$ cat config.mk
export PLATFORM = sky130hd
export DESIGN_NAME = rafl_out
export DESIGN_NICKNAME = d
export VERILOG_FILES = /design/src/rtl/rafl_pkg.sv /design/src/rtl/rafl_out.sv
export SDC_FILE = /design/constraint.sdc
export NUM_CORES = 1
export LEC_CHECK = 0
export BUFFER_PORTS_ARGS = -buffer_cell sky130_fd_sc_hd__buf_2
export CORE_MARGIN = 1.5
export CORE_UTILIZATION = 32
export DETAILED_ROUTE_END_ITERATION = 12
export GPL_ROUTABILITY_DRIVEN = 0
export MAX_ROUTING_LAYER = met4
export PLACE_DENSITY_LB_ADDON = 0.2
export SLEW_MARGIN = 0
export SYNTH_ARGS = -nofsm -noshare
export SYNTH_HDL_FRONTEND = slang
export SYNTH_SLANG_ARGS = --single-unit
$ cat constraint.sdc
create_clock -name clk -period 2.3 [get_ports clk]
set_input_delay 0.46 -clock clk [delete_from_list [all_inputs] [get_ports clk]]
set_output_delay 0.46 -clock clk [all_outputs]
set_load 0.01 [all_outputs]
$ cat src/rtl/rafl_pkg.sv
// ----------------------------------------------------------------------------
// rafl_pkg: range-add first/last match table, shared definitions
// Sizes, function codes and the word that travels along the cell chain.
// ----------------------------------------------------------------------------
`default_nettype none

package rafl_pkg;

  localparam int TABLE_DEPTH = 1024;
  localparam int VALUE_BITS  = 48;

  localparam int FIELD_IDX_W = 11;
  localparam int OPERAND_W   = 48;
  localparam int SPAN_W      = 11;
  localparam int FUNC_W      = 2;
  localparam int S_DATA_W    = 72;
  localparam int M_DATA_W    = 16;

  localparam int IDX_W = $clog2(TABLE_DEPTH + 1);
  localparam int CMP_W = (IDX_W > FIELD_IDX_W) ? IDX_W : FIELD_IDX_W;

  localparam logic [FUNC_W-1:0] FUNC_LOAD  = 2'd0;
  localparam logic [FUNC_W-1:0] FUNC_ADD   = 2'd1;
  localparam logic [FUNC_W-1:0] FUNC_QUERY = 2'd2;

  typedef struct packed {
    logic                   valid;
    logic [FUNC_W-1:0]      func;
    logic [FIELD_IDX_W-1:0] first;
    logic [FIELD_IDX_W-1:0] last;
    logic [VALUE_BITS-1:0]  key;
    logic                   found;
    logic [IDX_W-1:0]       lo;
    logic [IDX_W-1:0]       hi;
  } rafl_word_t;

endpackage

`default_nettype wire

$ cat src/rtl/rafl_out.sv
// ----------------------------------------------------------------------------
// rafl_out: result register at the end of the chain
// Turns a finished query word into a span and holds it until taken.
// ----------------------------------------------------------------------------
`default_nettype none

module rafl_out (
  input  wire                              clk,
  input  wire                              rst,
  input  wire  rafl_pkg::rafl_word_t       word_in,
  input  wire                              m_ready,
  output logic                             m_valid,
  output logic [rafl_pkg::SPAN_W-1:0]      span,
  output logic                             advance
);
  import rafl_pkg::*;

  logic is_result;

  assign is_result = word_in.valid && word_in.func == FUNC_QUERY;
  assign advance   = !m_valid || m_ready || !is_result;

  always_ff @(posedge clk) begin
    if (rst) begin
      m_valid <= 1'b0;
    end else if (advance && is_result) begin
      m_valid <= 1'b1;
    end else if (m_ready) begin
      m_valid <= 1'b0;
    end
    if (advance && is_result) begin
      span <= word_in.found ? SPAN_W'(word_in.hi - word_in.lo) : {SPAN_W{1'b1}};
    end
  end

endmodule

`default_nettype wire

==> flow_summary.ini <==
[synthesis]
synth_seq_area_share_pct = 39.7
synth_cell_types = 28
yosysWarnings = 0
syn_avg_cell_area_um2 = 9.91
synth.cell_area_um2 = 882
synth_top_cell_by_area = edfxtp_1
yosys-top-cells-area = edfxtp_1 37%, ha_1 14%, nand2_1 5.5%, xnor2_1 5.0%, inv_1 4.7%
synth-seq-cells = 12
synthCells = 89
syn-num-nets = 199
yosysTopAreaCellShare_pct = 37.4

[sta]
drv_slew = 0
rsz0062_at_grt = false
max_freq_mhz = 485
min_period_ns = 2.06
fin_skew_ns = 0.00146
final_hold_viol_count = 0
max_slew_margin_pct = 79.5
post-route-period-util_pct = 89.7
finalSetupViolations = 0
fin_ws_ns = 0.237
worst_pin_slew_ns = 0.307

[routing]
drt_pre_antenna_iters = 4
drtIter0Drc = 17
post-route-drc-count = 0
avgViaCountPerCell = 4.55
ant_nets = 0
drt_wl_total_um = 1610
vias = 760
wl_per_cell_um = 9.62

[setup_path]
r2r-end = span[10]$_SDFFCE_PN1P_
cp_slowest_stage_delay_ns = 0.38
worst_r2r_path_depth = 3
r2r_slack_ns = 1.25
start_kind = input pin
crit_required_ns = 2.32
r2r_start = m_valid$_SDFFE_PP0P_
path_cells = buf_2 > inv_1 > ha_1 > inv_1 > fa_1 > a21o_1 > a221oi_2 > o31ai_1 > xnor2_1 > nand2_1
critPathLaunch = word_in[0]
cp_common_cell = inv_1
critPathKind = in2reg
critPathCaptureType = flop
arrival_ns = 2.09
crit_end = span[10]$_SDFFCE_PN1P_
crit_path_max_fanout = 3
crit_path_top_delay_cell = fa_1

[global_routing]
grt_max_degree = 14
grt_pass1_vias = 669
grt_use_total_pct = 11.3
antenna_found_initial = 0
grt_pass1_wl_um = 2700
gr-total-overflow = 0

[floorplanning]
start_util_pct = 34.7
die_x_um = 55.5
die_h_um = 55.5
boundaryPins = 112
core-area_um2 = 2540
die_area_um2 = 3080
row_count = 18

[placed_design]
pre_cts_slack_ns = -0.0542
dp_hpwl_um = 1370
dpl_cell_area_um2 = 1150
portBuffers = 41

[layout]
regArea_um2 = 350
fillers = 264
antenna_cells = 0
final_nets = 248
finish.instance_area_um2 = 1190
drive_gt1_share_pct = 38.7
synthToLayoutAreaGrowth_pct = 34.6
multiInputGateArea_um2 = 487
utilization_pct = 46.7

[pwr]
power_leakage_uw = 0.000586
cellPowerDensity_nw_per_um2 = 504
ir_drop_mv = 0.256
total_power_uw = 599

[min_path]
min_path_type = in2reg
min_path_cells = 2

[clock_network]
clock_sinks = 12
post_cts_resized = 0
clkLatencyLatePin_ns = 0.27
clockRootBuffer = clkbuf_4
cts_buffers = 3
clk_transition_reported_paths_ns = 0.07
htree_levels = 1
cts_hold_buf = 0
cts_tree = done
post-cts-setup-buffers = 0
clockBufferDepth = 2

[run]
maxCapViolCount = 0

[status]
outcome = finished, final reports clean
cell type report:
cell class,instances,share of cell area [%]
Clock buffer,4,3.06
Sequential cell,12,29.5
Multi-Input combinational cell,65,41.0
Timing Repair Buffer,45,19.8
Inverter,11,3.48
Tap cell,30,3.16
power by group:
group | switching, µW | internal [µW] | leakage (µW) | total (µW)
Combinational | 87.5 | 90.6 | 0.000454 | 178
Sequential | 2.20 | 253 | 0.000112 | 255
Clock | 69.1 | 96.3 | 0.0000210 | 165
routing by layer:
layer	share of wire (%)	track usage [%]	vias up
met4	1.3	6.27	0
met2	46	17.5	32
met3	6.7	2.58	2
met5	0	-	-
met1	46	13.5	322
li1	-	-	404
cell families after synthesis:
logic type | after synthesis | share of synthesized area, %
flip-flops | 12 | 39.7
adder cells (fa/ha/maj) | 11 | 16.5
AO/OA/AOI/OAI | 20 | 14.9
AND/OR/NAND/NOR | 24 | 13.3
multiplexers | 2 | 2.55
XOR/XNOR | 8 | 7.94
buffers and inverters | 12 | 5.11
worst min-delay path by stage:
stage                              start                   end  slack [ns]
floorplan           m_valid$_SDFFE_PP0P_  m_valid$_SDFFE_PP0P_        0.51
global placement    m_valid$_SDFFE_PP0P_  m_valid$_SDFFE_PP0P_        0.48
detailed placement  m_valid$_SDFFE_PP0P_  m_valid$_SDFFE_PP0P_        0.51
CTS                                  rst  m_valid$_SDFFE_PP0P_        0.32
global route                         rst  m_valid$_SDFFE_PP0P_        0.33
finish                               rst  m_valid$_SDFFE_PP0P_        0.33
cells in the mapped netlist:
master / number
a21boi_1: 1
a21o_1: 3
a21oi_1: 8
a221oi_2: 1
a31oi_1: 2
and2_1: 2
and3_1: 1
clkbuf_1: 1
dfxtp_1: 1
edfxtp_1: 11
fa_1: 1
ha_1: 10
inv_1: 11
mux2_1: 1
mux2_2: 1
nand2_1: 13
nand2b_1: 4
nand3_1: 1
nand3b_1: 1
nor2b_1: 1
o21a_1: 1
o21ai_0: 1
o21ai_1: 1
o21ai_2: 1
o31ai_1: 1
or2_2: 1
xnor2_1: 5
xor2_1: 3
worst max-delay path, delay by kind of cell:
| family | cells | cell delay [ns] |
|---|---|---|
| compound gates | 3 | 0.68 |
| xor+xnor | 1 | 0.18 |
| fa+ha+maj | 2 | 0.51 |
| buf+inv | 3 | 0.19 |
| simple gates | 1 | 0.06 |
registers in the layout (all words and copies together), names as in the netlist:
name     count
span        11
m_valid      1
layout by cell type (no fill, tap or decap), types with 3 or more instances in the layout:
master	n
a21oi_1	8
ha_1	10
a21o_1	3
edfxtp_1	11
xnor2_1	5
clkbuf_4	3
inv_1	11
buf_4	4
xor2_1	3
nand2_1	13
buf_2	41
nand2b_1	4
stage by stage:
stage | hold WS, ns | TNS, ns | instances
after floorplan | 0.514 | 0 | 89
after global placement | 0.481 | -0.111 | 163
after detailed placement | 0.507 | -0.0954 | 163
after CTS | 0.321 | 0 | 167
after global routing | 0.328 | 0 | 167
final | 0.332 | 0 | 167
Power figures use the tool's default switching activity.
