[src/rtl/rafl_pkg.sv]
// ----------------------------------------------------------------------------
// rafl_pkg: range-add first/last match table, shared definitions
// Sizes, function codes and the word that travels along the cell chain.
// ----------------------------------------------------------------------------
`default_nettype none

package rafl_pkg;

  localparam int TABLE_DEPTH = 1024;
  localparam int VALUE_BITS  = 48;

  localparam int FIELD_IDX_W = 11;
  localparam int OPERAND_W   = 48;
  localparam int SPAN_W      = 11;
  localparam int FUNC_W      = 2;
  localparam int S_DATA_W    = 72;
  localparam int M_DATA_W    = 16;

  localparam int IDX_W = $clog2(TABLE_DEPTH + 1);
  localparam int CMP_W = (IDX_W > FIELD_IDX_W) ? IDX_W : FIELD_IDX_W;

  localparam logic [FUNC_W-1:0] FUNC_LOAD  = 2'd0;
  localparam logic [FUNC_W-1:0] FUNC_ADD   = 2'd1;
  localparam logic [FUNC_W-1:0] FUNC_QUERY = 2'd2;

  typedef struct packed {
    logic                   valid;
    logic [FUNC_W-1:0]      func;
    logic [FIELD_IDX_W-1:0] first;
    logic [FIELD_IDX_W-1:0] last;
    logic [VALUE_BITS-1:0]  key;
    logic                   found;
    logic [IDX_W-1:0]       lo;
    logic [IDX_W-1:0]       hi;
  } rafl_word_t;

endpackage

`default_nettype wire

[src/rtl/rafl_cell.sv]
// ----------------------------------------------------------------------------
// rafl_cell: one table entry of the chain
// Holds one entry value, applies the passing word to it and hands the word on.
// ----------------------------------------------------------------------------
`default_nettype none

module rafl_cell (
  input  wire                              clk,
  input  wire                              rst,
  input  wire                              advance,
  input  wire  [rafl_pkg::CMP_W-1:0]       cell_index,
  input  wire  [rafl_pkg::CMP_W-1:0]       used_count,
  input  wire  rafl_pkg::rafl_word_t       word_in,
  output rafl_pkg::rafl_word_t             word_out
);
  import rafl_pkg::*;

  logic [VALUE_BITS-1:0] value;
  logic [VALUE_BITS-1:0] value_next;
  logic [VALUE_BITS:0]   sum;
  logic                  in_use;
  logic [CMP_W-1:0]      first_c;
  logic [CMP_W-1:0]      last_c;
  rafl_word_t            word_next;

  always_comb begin
    word_next  = word_in;
    value_next = value;
    in_use     = word_in.valid && (cell_index <= used_count);
    first_c    = CMP_W'(word_in.first);
    last_c     = CMP_W'(word_in.last);
    sum        = {1'b0, value} + {1'b0, word_in.key};
    case (word_in.func)
      FUNC_LOAD: begin
        if (in_use && first_c == cell_index) value_next = word_in.key;
      end
      FUNC_ADD: begin
        if (in_use && first_c <= cell_index && cell_index <= last_c) begin
          value_next = sum[VALUE_BITS] ? {VALUE_BITS{1'b1}} : sum[VALUE_BITS-1:0];
        end
      end
      FUNC_QUERY: begin
        if (in_use && value == word_in.key) begin
          if (!word_in.found) word_next.lo = IDX_W'(cell_index);
          word_next.hi    = IDX_W'(cell_index);
          word_next.found = 1'b1;
        end
      end
      default: begin
      end
    endcase
  end

  always_ff @(posedge clk) begin
    if (rst) begin
      word_out.valid <= 1'b0;
    end else if (advance) begin
      value    <= value_next;
      word_out <= word_next;
    end
  end

endmodule

`default_nettype wire

[config.mk]
export PLATFORM = sky130hd
export DESIGN_NAME = rafl_cell
export DESIGN_NICKNAME = d
export VERILOG_FILES = /design/src/rtl/rafl_pkg.sv /design/src/rtl/rafl_cell.sv
export SDC_FILE = /design/constraint.sdc
export NUM_CORES = 1
export LEC_CHECK = 0
export BUFFER_PORTS_ARGS = -buffer_cell sky130_fd_sc_hd__buf_2
export CAP_MARGIN = 40
export CORE_MARGIN = 4
export CORE_UTILIZATION = 25
export CTS_CLUSTER_SIZE = 30
export DETAILED_ROUTE_END_ITERATION = 7
export GPL_ROUTABILITY_DRIVEN = 0
export PLACE_DENSITY = 0.48
export SYNTH_ARGS = -nofsm -noshare
export SYNTH_HDL_FRONTEND = slang
export SYNTH_SLANG_ARGS = --single-unit
[constraint.sdc]
create_clock -name clk -period 20.6 [get_ports clk]
set_clock_uncertainty 0.2 [all_clocks]
set_input_delay 5.15 -clock clk [delete_from_list [all_inputs] [get_ports clk]]
set_output_delay 5.15 -clock clk [all_outputs]
set_load 0.05 [all_outputs]
==> impl_metrics.json, run 1 <==
{
  "drtIter0Drc": 465,
  "hpwl_mm": 22.9,
  "dr.pass1.iters": 5,
  "syn_nets": 1068,
  "wl_per_cell_um": 18.9,
  "grt_first_pass_wirelength_mm": 45.2,
  "synth.area.top_cells": "edfxtp_1 (46%), ha_1 (11%), a21oi_4 (5.4%), a21oi_1 (4.0%), nor2_1 (3.0%)",
  "placedCellCount": 1518,
  "io_buffers": 216,
  "antenna_left": 0,
  "cpMaxStageDelayCell": "buf_4",
  "ir_drop_mv": 0.0578,
  "synth_edf_count": 143,
  "syn_avg_cell_area_sq_um": 10.8,
  "numCtsBuffers": 17,
  "finalMaxSlewViolations": 0,
  "grt_pass1_vias": 7484,
  "start_util_pct": 25.5,
  "cp_max_fo": 29,
  "critPathCaptureType": "flop",
  "critical_path_class": "in -> reg",
  "rsz0062_at_grt": "no",
  "worst_slew_pin_slew_ns": 0.825,
  "final_nets": 1272,
  "final_cells": 1550,
  "cp_cell_sequence": "buf_2 -> ha_1 -> fa_1 -> a211oi_1 -> o211ai_1 -> a311o_1 -> a211oi_2 -> o41a_4 -> and2_4 -> buf_4 -> o2111a_1 -> a211oi_1",
  "viasPerCell": 4.86,
  "layout-drive-gt1-share_pct": 28.7,
  "fill_cells": 3845,
  "rrSetupSlack_ns": 16.09,
  "hold_violations": 0,
  "synthCells": 865,
  "hold_buffers": 0,
  "fin_util_pct": 31.2,
  "fin_hold_ws_ns": 0.292,
  "crit_arrival_ns": 8.97,
  "period_minus_slack_ns": 8.99,
  "power.density_nw_per_um2": 73.0,
  "setup_viol": 0,
  "cp-start-kind": "input port",
  "wl_mm": 29.3,
  "syn_area_sq_um": 9380,
  "rows": 70,
  "core_sq_um": 36800,
  "crit_top_cell": "a211oi_1",
  "tritoncts": "done",
  "cts-resized-gates": 0,
  "async_reset_ff_share_pct": 0,
  "crit_buf_inv": 2,
  "seq_area_sq_um": 4310,
  "drc": 0,
  "ys.flop_type": "edfxtp_1",
  "drv_cap": 0,
  "synth.distinct_cells": 72,
  "vias": 7537,
  "cpPeakStageDelay_ns": 0.64,
  "boundaryPins": 217,
  "die_height_um": 202,
  "clk_latency_ns": 0.44,
  "root_buffer": "clkbuf_16",
  "p_leak_nw": 4.62,
  "postCtsSetupBuffers": 0,
  "die_x_um": 202,
  "fin_setup_tns_ns": 0,
  "cts.path.max_buffers": 2,
  "track_usage_pct": 14.3,
  "maxClockFrequency_mhz": 111,
  "grt_antenna_before_repair": 2,
  "path_clk_slew_ns": 0.07,
  "dieArea_sq_um": 40700,
  "yosys.area.top_type": "edfxtp_1",
  "synthDominantCellAreaShare_pct": 45.8,
  "path_delay_family": "compound AO/OA/AOI/OAI gates",
  "num_antenna_cells": 0,
  "min_path_type": "reg -> reg",
  "grt_start_max_net_pins": 52,
  "area.growth.synth_to_final_pct": 22.4,
  "cts.sinks": 144,
  "cts.htree.levels": 4,
  "max_slew_margin_pct": 44.8,
  "crit_required_ns": 20.59,
  "seq_area_frac_synth_pct": 46.0,
  "period_share_pct": 43.6,
  "grt_overflow_total": 0,
  "multi_input_area_sq_um": 4670,
  "ys.warnings.count": 0,
  "status": "finished, final reports clean",
  "synth_seq_cells": 144
}
cell usage after synthesis, drive strengths merged (4+ instances only):
| library cell | n |
|---|---|
| nand2b | 4 |
| buf | 13 |
| edfxtp | 143 |
| a21o | 20 |
| o21bai | 5 |
| o211ai | 8 |
| clkbuf | 25 |
| a31oi | 5 |
| o22a | 4 |
| nand4 | 23 |
| nand2 | 72 |
| nor2 | 75 |
| ha | 81 |
| o21a | 17 |
| nand3 | 14 |
| a211oi | 10 |
| nor4 | 14 |
| a21oi | 106 |
| nor3 | 11 |
| xnor2 | 15 |
| o31ai | 5 |
| mux2 | 11 |
| inv | 50 |
| nor2b | 9 |
| o21ai | 47 |
| xor2 | 21 |
layer usage:
metal	track usage [%]	routed length, um	share of wire (%)	vias to the layer above
met2	23.0	13500	46	233
met5	0	20	0.068	-
li1	-	-	-	3669
met1	19.3	13700	47	3610
met3	3.76	1740	6.0	23
met4	3.30	328	1.1	2
report_power, final:
part | switching, mW | leakage, nW | internal (mW)
clock | 0.132 | 0.274 | 0.178
combinational | 0.129 | 3.02 | 0.0567
sequential | 0.00312 | 1.33 | 0.339
cell type report:
type	instances	area share [%]
Multi-Input combinational cell	633	40.7
Sequential cell	144	37.6
Timing Repair Buffer	223	10.1
Tap cell	468	5.10
Clock buffer	19	3.77
Inverter	50	1.64
Clock inverter	13	1.20
placed cells by master (no fill, tap or decap), drive strengths merged, types with 4 or more instances in the layout:
master  instances
buf           223
edfxtp        143
a21oi         106
ha             81
nor2           75
nand2          72
inv            52
o21ai          47
nand4          23
xor2           21
a21o           20
clkbuf         19
o21a           17
xnor2          15
nand3          14
nor4           14
mux2           11
nor3           11
a211oi         10
nor2b           9
o211ai          8
clkinv          6
a31oi           5
o21bai          5
o31ai           5
nand2b          4
o22a            4
sequential cells by signal (all words and copies together), names as in the netlist:
| signal | flops |
|---|---|
| value | 48 |
| word_out | 96 |
metrics by stage:
step | area (sq um) | power (mW) | setup WS [ns]
floorplan | 9380 | 0.482 | 5.62
global placement | 10900 | 0.535 | 11.01
detailed placement | 10900 | 0.536 | 11.20
CTS | 11500 | 0.856 | 11.68
global route | 11500 | 0.884 | 11.46
finish | 11500 | 0.838 | 11.61
cells by family after synthesis:
family | after synthesis | share of synthesized area, %
muxes | 13 | 1.53
and+or+nand+nor | 239 | 12.0
xor gates and xnor gates | 36 | 3.36
adders and majority gates | 82 | 11.0
AOI/OAI and AO/OA | 263 | 21.6
DFF | 144 | 46.0
buffers and inverters | 88 | 4.44
worst paths after layout:
| path | startpoint | endpoint | cells after the start |
|---|---|---|---|
| min | word_out[95] | word_out[95] | 2 |
| max | word_in[23] | value[19] | 12 |
| max reg2reg | value[0] | value[19] | 11 |
| min reg2reg | word_out[95] | word_out[95] | 2 |
tightest hold or removal path, stage by stage (launching register included):
cell     delay, ns
dfxtp_1       0.32
mux2i_1       0.06
nor2_1        0.07
(Power assumes the default switching activity.)
==> run 2, diff against run 1 <==
--- a/config.mk
+++ b/config.mk
@@ -12,7 +12,7 @@
 export CTS_CLUSTER_SIZE = 30
 export DETAILED_ROUTE_END_ITERATION = 7
 export GPL_ROUTABILITY_DRIVEN = 0
-export PLACE_DENSITY = 0.48
+export PLACE_DENSITY = 0.5
 export SYNTH_ARGS = -nofsm -noshare
 export SYNTH_HDL_FRONTEND = slang
 export SYNTH_SLANG_ARGS = --single-unit
==> constraint.sdc (replaced) <==
create_clock -name clk -period 7.6 [get_ports clk]
set_clock_uncertainty 0.2 [all_clocks]
set_input_delay 1.9 -clock clk [delete_from_list [all_inputs] [get_ports clk]]
set_output_delay 1.9 -clock clk [all_outputs]
set_load 0.05 [all_outputs]
==> run 2 against run 1 <==
Global-route usage decreased by 0.28 points. Critical endpoint is now value[6]. Final cell count about the same. Flip-flop and latch count unchanged. Via count increased by 0.61%. Highest routed layer unchanged. Critical path type unchanged.
==> impl_metrics.json, run 2 (synthesis gave the netlist of run 1 again) <==
{
  "path_clk_slew_ns": 0.06,
  "crit_required_ns": 7.58,
  "drtIter0Drc": 470,
  "fill_cells": 3864,
  "rsz0062_at_grt": "no",
  "postCtsSetupBuffers": 0,
  "track_usage_pct": 14.0,
  "cts.htree.levels": 4,
  "drc": 0,
  "finalMaxSlewViolations": 0,
  "wl_mm": 29.3,
  "final_common_cell": "buf_2",
  "whs_path_depth": 2,
  "worstReg2RegStart": "value[0]",
  "num_antenna_cells": 0,
  "root_buffer": "clkbuf_16",
  "grt_start_max_net_pins": 50,
  "antenna_left": 0,
  "layout-drive-gt1-share_pct": 28.5,
  "dieArea_sq_um": 40700,
  "maxClockFrequency_mhz": 185,
  "power.density_nw_per_um2": 194,
  "cts.path.max_buffers": 2,
  "tritoncts": "done",
  "max_slew_margin_pct": 44.5,
  "status": "finished, final reports clean",
  "clk_latency_ns": 0.44,
  "dr.pass1.iters": 5,
  "period_minus_slack_ns": 5.41,
  "critPathCapture": "value[6]",
  "core_sq_um": 36800,
  "period_share_pct": 71.2,
  "rr_worst_depth": 10,
  "timing.rr.end": "value[6]",
  "setup_viol": 0,
  "cts-resized-gates": 0,
  "largest_reg_flops": 96,
  "min_path_type": "reg -> reg",
  "fin_setup_tns_ns": 0,
  "rows": 70,
  "hpwl_mm": 22.8,
  "die_height_um": 202,
  "boundaryPins": 217,
  "final_nets": 1273,
  "drv_cap": 0,
  "numCtsBuffers": 17,
  "critical_path_class": "in -> reg",
  "ir_drop_mv": 0.159,
  "vias": 7583,
  "fin_hold_ws_ns": 0.308,
  "critPathLaunch": "word_in[23]",
  "final_cell_mix": "buf_2 (216), edfxtp_1 (143), ha_1 (81), nor2_1 (75), a21oi_1 (75)",
  "fin_area_sq_um": 11400,
  "rrSetupSlack_ns": 3.39,
  "p_leak_nw": 4.59,
  "top_register": "word_out",
  "viasPerCell": 4.89,
  "hold_violations": 0,
  "cp_max_fo": 33,
  "worst_slew_pin_slew_ns": 0.832,
  "hold_buffers": 0,
  "grt_pass1_vias": 7500,
  "start_util_pct": 25.5,
  "crit_arrival_ns": 5.40,
  "dpl-instance-area_sq_um": 10900,
  "die_x_um": 202,
  "cts.sinks": 144,
  "area.growth.synth_to_final_pct": 22.0,
  "reg.largest.list": "word_out x96, value x48",
  "cp-start-kind": "input port",
  "grt_overflow_total": 0,
  "io_buffers": 216,
  "grt_antenna_before_repair": 3,
  "wl_per_cell_um": 18.9,
  "critPathCaptureType": "flop",
  "grt_first_pass_wirelength_mm": 44.6
}
[run 2: layer usage]
layer	track usage, %	part of all wire (%)
met3	3.84	6.1
met4	3.30	1.3
met5	0	0.12
met2	22.6	46
met1	18.8	46
[run 2: where the power goes]
group	internal, mW	switching (mW)
clock	0.418	0.365
sequential	0.919	0.00929
combinational	0.153	0.352
total	1.49	0.727
[run 2: worst min path at each step]
stage	from	end
after detailed placement	word_out[95]	word_out[95]
final	word_out[95]	word_out[95]
after CTS	word_out[95]	word_out[95]
after global routing	word_out[95]	word_out[95]
after global placement	word_out[95]	word_out[95]
after floorplan	value[0]	value[0]
[run 2: per-stage QoR]
stage / power [mW] / util, % / instances / setup WS, ns
2_1_floorplan: 1.31 / - / 865 / 0.628
3_3_place_gp: 1.45 / 29.6 / 1518 / 1.81
3_5_place_dp: 1.45 / 29.7 / 1519 / 1.74
4_1_cts: 2.26 / 31.1 / 1551 / 2.20
5_1_grt: 2.32 / 31.1 / 1551 / 2.05
6_report: 2.22 / 31.1 / 1551 / 2.19
[run 2: final cells by class]
type                    instances  area [sq um]  area share, %
clock buffers                  20           437           3.82
clock inverters                12          86.3          0.755
inverters                      50           188           1.64
multi-input cells             633          4670           40.9
flip-flops and latches        144          4310           37.7
well taps                     468           586           5.12
repair buffers                224          1150           10.1
[run 2: worst max-delay path, cell delays in order]
cell and delay, ns:
buf_2 0.14, ha_1 0.22, fa_1 0.43, a211oi_1 0.35
o211ai_1 0.16, a311o_1 0.33, a211oi_2 0.43, o41a_4 0.25
and2_4 0.69, buf_4 0.41, a21oi_4 0.07
==> run 3, diff against run 2 <==
==> constraint.sdc (replaced) <==
create_clock -name clk -period 4.75 [get_ports clk]
set_clock_uncertainty 0.2 [all_clocks]
set_input_delay 1.1875 -clock clk [delete_from_list [all_inputs] [get_ports clk]]
set_output_delay 1.1875 -clock clk [all_outputs]
set_load 0.05 [all_outputs]
==> run 3 against run 2 <==
Sequential power up 61%. Final area up 1.4%. Combinational power up 62%. Critical path depth up 1. Via count up 0.87%. Non-clock buffer count up 9. Global-route usage up 0.39 points. Wire length up 1.3%. Setup slack worse by 1.5 ns. Critical path type unchanged. Die area unchanged. Power up 67%. Largest power group unchanged. Core utilization up 0.44 points.
==> impl_metrics.json, run 3 (synthesis gave the netlist of run 1 again) <==
{
  "final_cell_mix": "buf_2 (216), edfxtp_1 (143), ha_1 (81), nor2_1 (75), a21oi_1 (75)",
  "vias": 7649,
  "period_share_pct": 86.3,
  "cp_max_fo": 12,
  "top_register": "word_out",
  "fin_hold_ws_ns": 0.302,
  "largest_reg_flops": 96,
  "crit_required_ns": 4.74,
  "period_minus_slack_ns": 4.10,
  "final_common_cell": "buf_2",
  "rr_worst_depth": 11,
  "start_util_pct": 25.5,
  "ir_drop_mv": 0.256,
  "maxClockFrequency_mhz": 244,
  "dr.pass1.iters": 5,
  "p_leak_nw": 4.68,
  "drtIter0Drc": 468,
  "totalPowerFinal_mw": 3.70,
  "reg.largest.list": "word_out x96, value x48",
  "numCtsBuffers": 17,
  "path_delay_family": "compound AO/OA/AOI/OAI gates",
  "hold_buffers": 0,
  "grt_overflow_total": 0,
  "final_nets": 1282,
  "area.growth.synth_to_final_pct": 23.7,
  "cts.sinks": 144,
  "track_usage_pct": 14.4,
  "met3_length_mm": 1.81,
  "final_cells": 1561,
  "crit_arrival_ns": 4.09,
  "worst_slew_pin_slew_ns": 0.759,
  "seq_area_sq_um": 4310,
  "antenna_left": 0,
  "max_slew_margin_pct": 49.0,
  "power.density_nw_per_um2": 319,
  "critPathCaptureType": "flop",
  "crit_buf_inv": 2,
  "whs_path_depth": 2,
  "rows": 70,
  "io_buffers": 216,
  "min_path_type": "reg -> reg",
  "critical_path_class": "in -> reg",
  "cts-resized-gates": 0,
  "rsz0062_at_grt": "no",
  "drv_cap": 0,
  "fin_area_sq_um": 11600,
  "status": "finished, final reports clean",
  "drc": 0,
  "boundaryPins": 217,
  "postCtsSetupBuffers": 0,
  "die_height_um": 202,
  "cpMaxStageDelayCell": "fa_1",
  "wl_per_cell_um": 19.0,
  "cp_cell_sequence": "buf_2 -> ha_1 -> fa_1 -> a211oi_1 -> o211ai_1 -> a311o_1 -> a211oi_2 -> o41a_4 -> nand2_2 -> buf_4 -> a2111o_1 -> o221a_1",
  "wl_mm": 29.7,
  "dr_wl_met2_mm": 13.5,
  "layout-drive-gt1-share_pct": 29.4,
  "grt_first_pass_wirelength_mm": 46.0,
  "hpwl_mm": 22.9,
  "dieArea_sq_um": 40700,
  "cts.htree.levels": 4,
  "drt-met1-wl_mm": 13.9,
  "tritoncts": "done",
  "placedCellCount": 1528,
  "dpl-instance-area_sq_um": 11000,
  "finalMaxSlewViolations": 0,
  "grt_start_max_net_pins": 96,
  "cpPeakStageDelay_ns": 0.43,
  "cp-start-kind": "input port",
  "fill_cells": 3818,
  "viasPerCell": 4.90,
  "multi_input_area_sq_um": 4670,
  "cts.path.max_buffers": 2,
  "grt_pass1_vias": 7823,
  "core_sq_um": 36800,
  "path_clk_slew_ns": 0.06,
  "die_x_um": 202,
  "crit_cells": 12,
  "root_buffer": "clkbuf_16",
  "grt_antenna_before_repair": 0,
  "hold_violations": 0,
  "top_layer_used": "met4",
  "setup_viol": 0,
  "clk_latency_ns": 0.45
}
[run 3: cell types whose count changed in the layout (fill, tap and decap cells not counted), sizes merged]
cell / previous run / this run
clkinv: 4 / 2
bufinv: 0 / 2
buf: 224 / 233
diode: 0 / 1
[run 3: final timing paths]
kind | startpoint | end | slack (ns)
max | word_in[23] | value[46] | 0.65
min | word_out[95] | word_out[95] | 0.30
max reg2reg | value[0] | value[46] | 1.15
min reg2reg | word_out[95] | word_out[95] | 0.30
[run 3: worst reg2reg max path: stages (launching register included)]
cell	delay, ns
edfxtp_1	0.37
ha_1	0.24
fa_1	0.43
a211oi_1	0.34
o211ai_1	0.15
a311o_1	0.33
a211oi_2	0.35
o41a_4	0.24
nand2_2	0.06
buf_4	0.19
a2111o_1	0.35
o221a_1	0.12
[run 3: per-layer routing]
layer | vias up | GRT usage (%)
li1 | 3683 | -
met4 | 0 | 3.52
met5 | - | 0
met2 | 285 | 23.4
met3 | 31 | 3.40
met1 | 3650 | 19.5
[run 3: power breakdown]
part,switching [mW],total [mW],internal [mW]
combinational,0.569,0.821,0.252
clock,0.594,1.40,0.804
sequential,0.0146,1.49,1.47
total,1.18,3.70,2.53
[run 3: per-stage QoR]
step / setup WS, ns / util, % / TNS [ns]
6_report: 0.652 / 31.5 / 0
5_1_grt: 0.479 / 31.5 / 0
4_1_cts: 0.651 / 31.5 / 0
3_5_place_dp: 0.181 / 29.9 / 0
3_3_place_gp: 0.275 / 29.9 / 0
2_1_floorplan: -0.372 / - / -17.85
[run 3: final cells by class]
cell class,instances,area share (%)
multi-input combinational,633,40.3
timing repair buffer,233,10.7
antenna,1,0.0216
sequential,144,37.2
inverter,50,1.62
clock buffer,20,3.94
clock inverter,12,1.15
tap,468,5.05
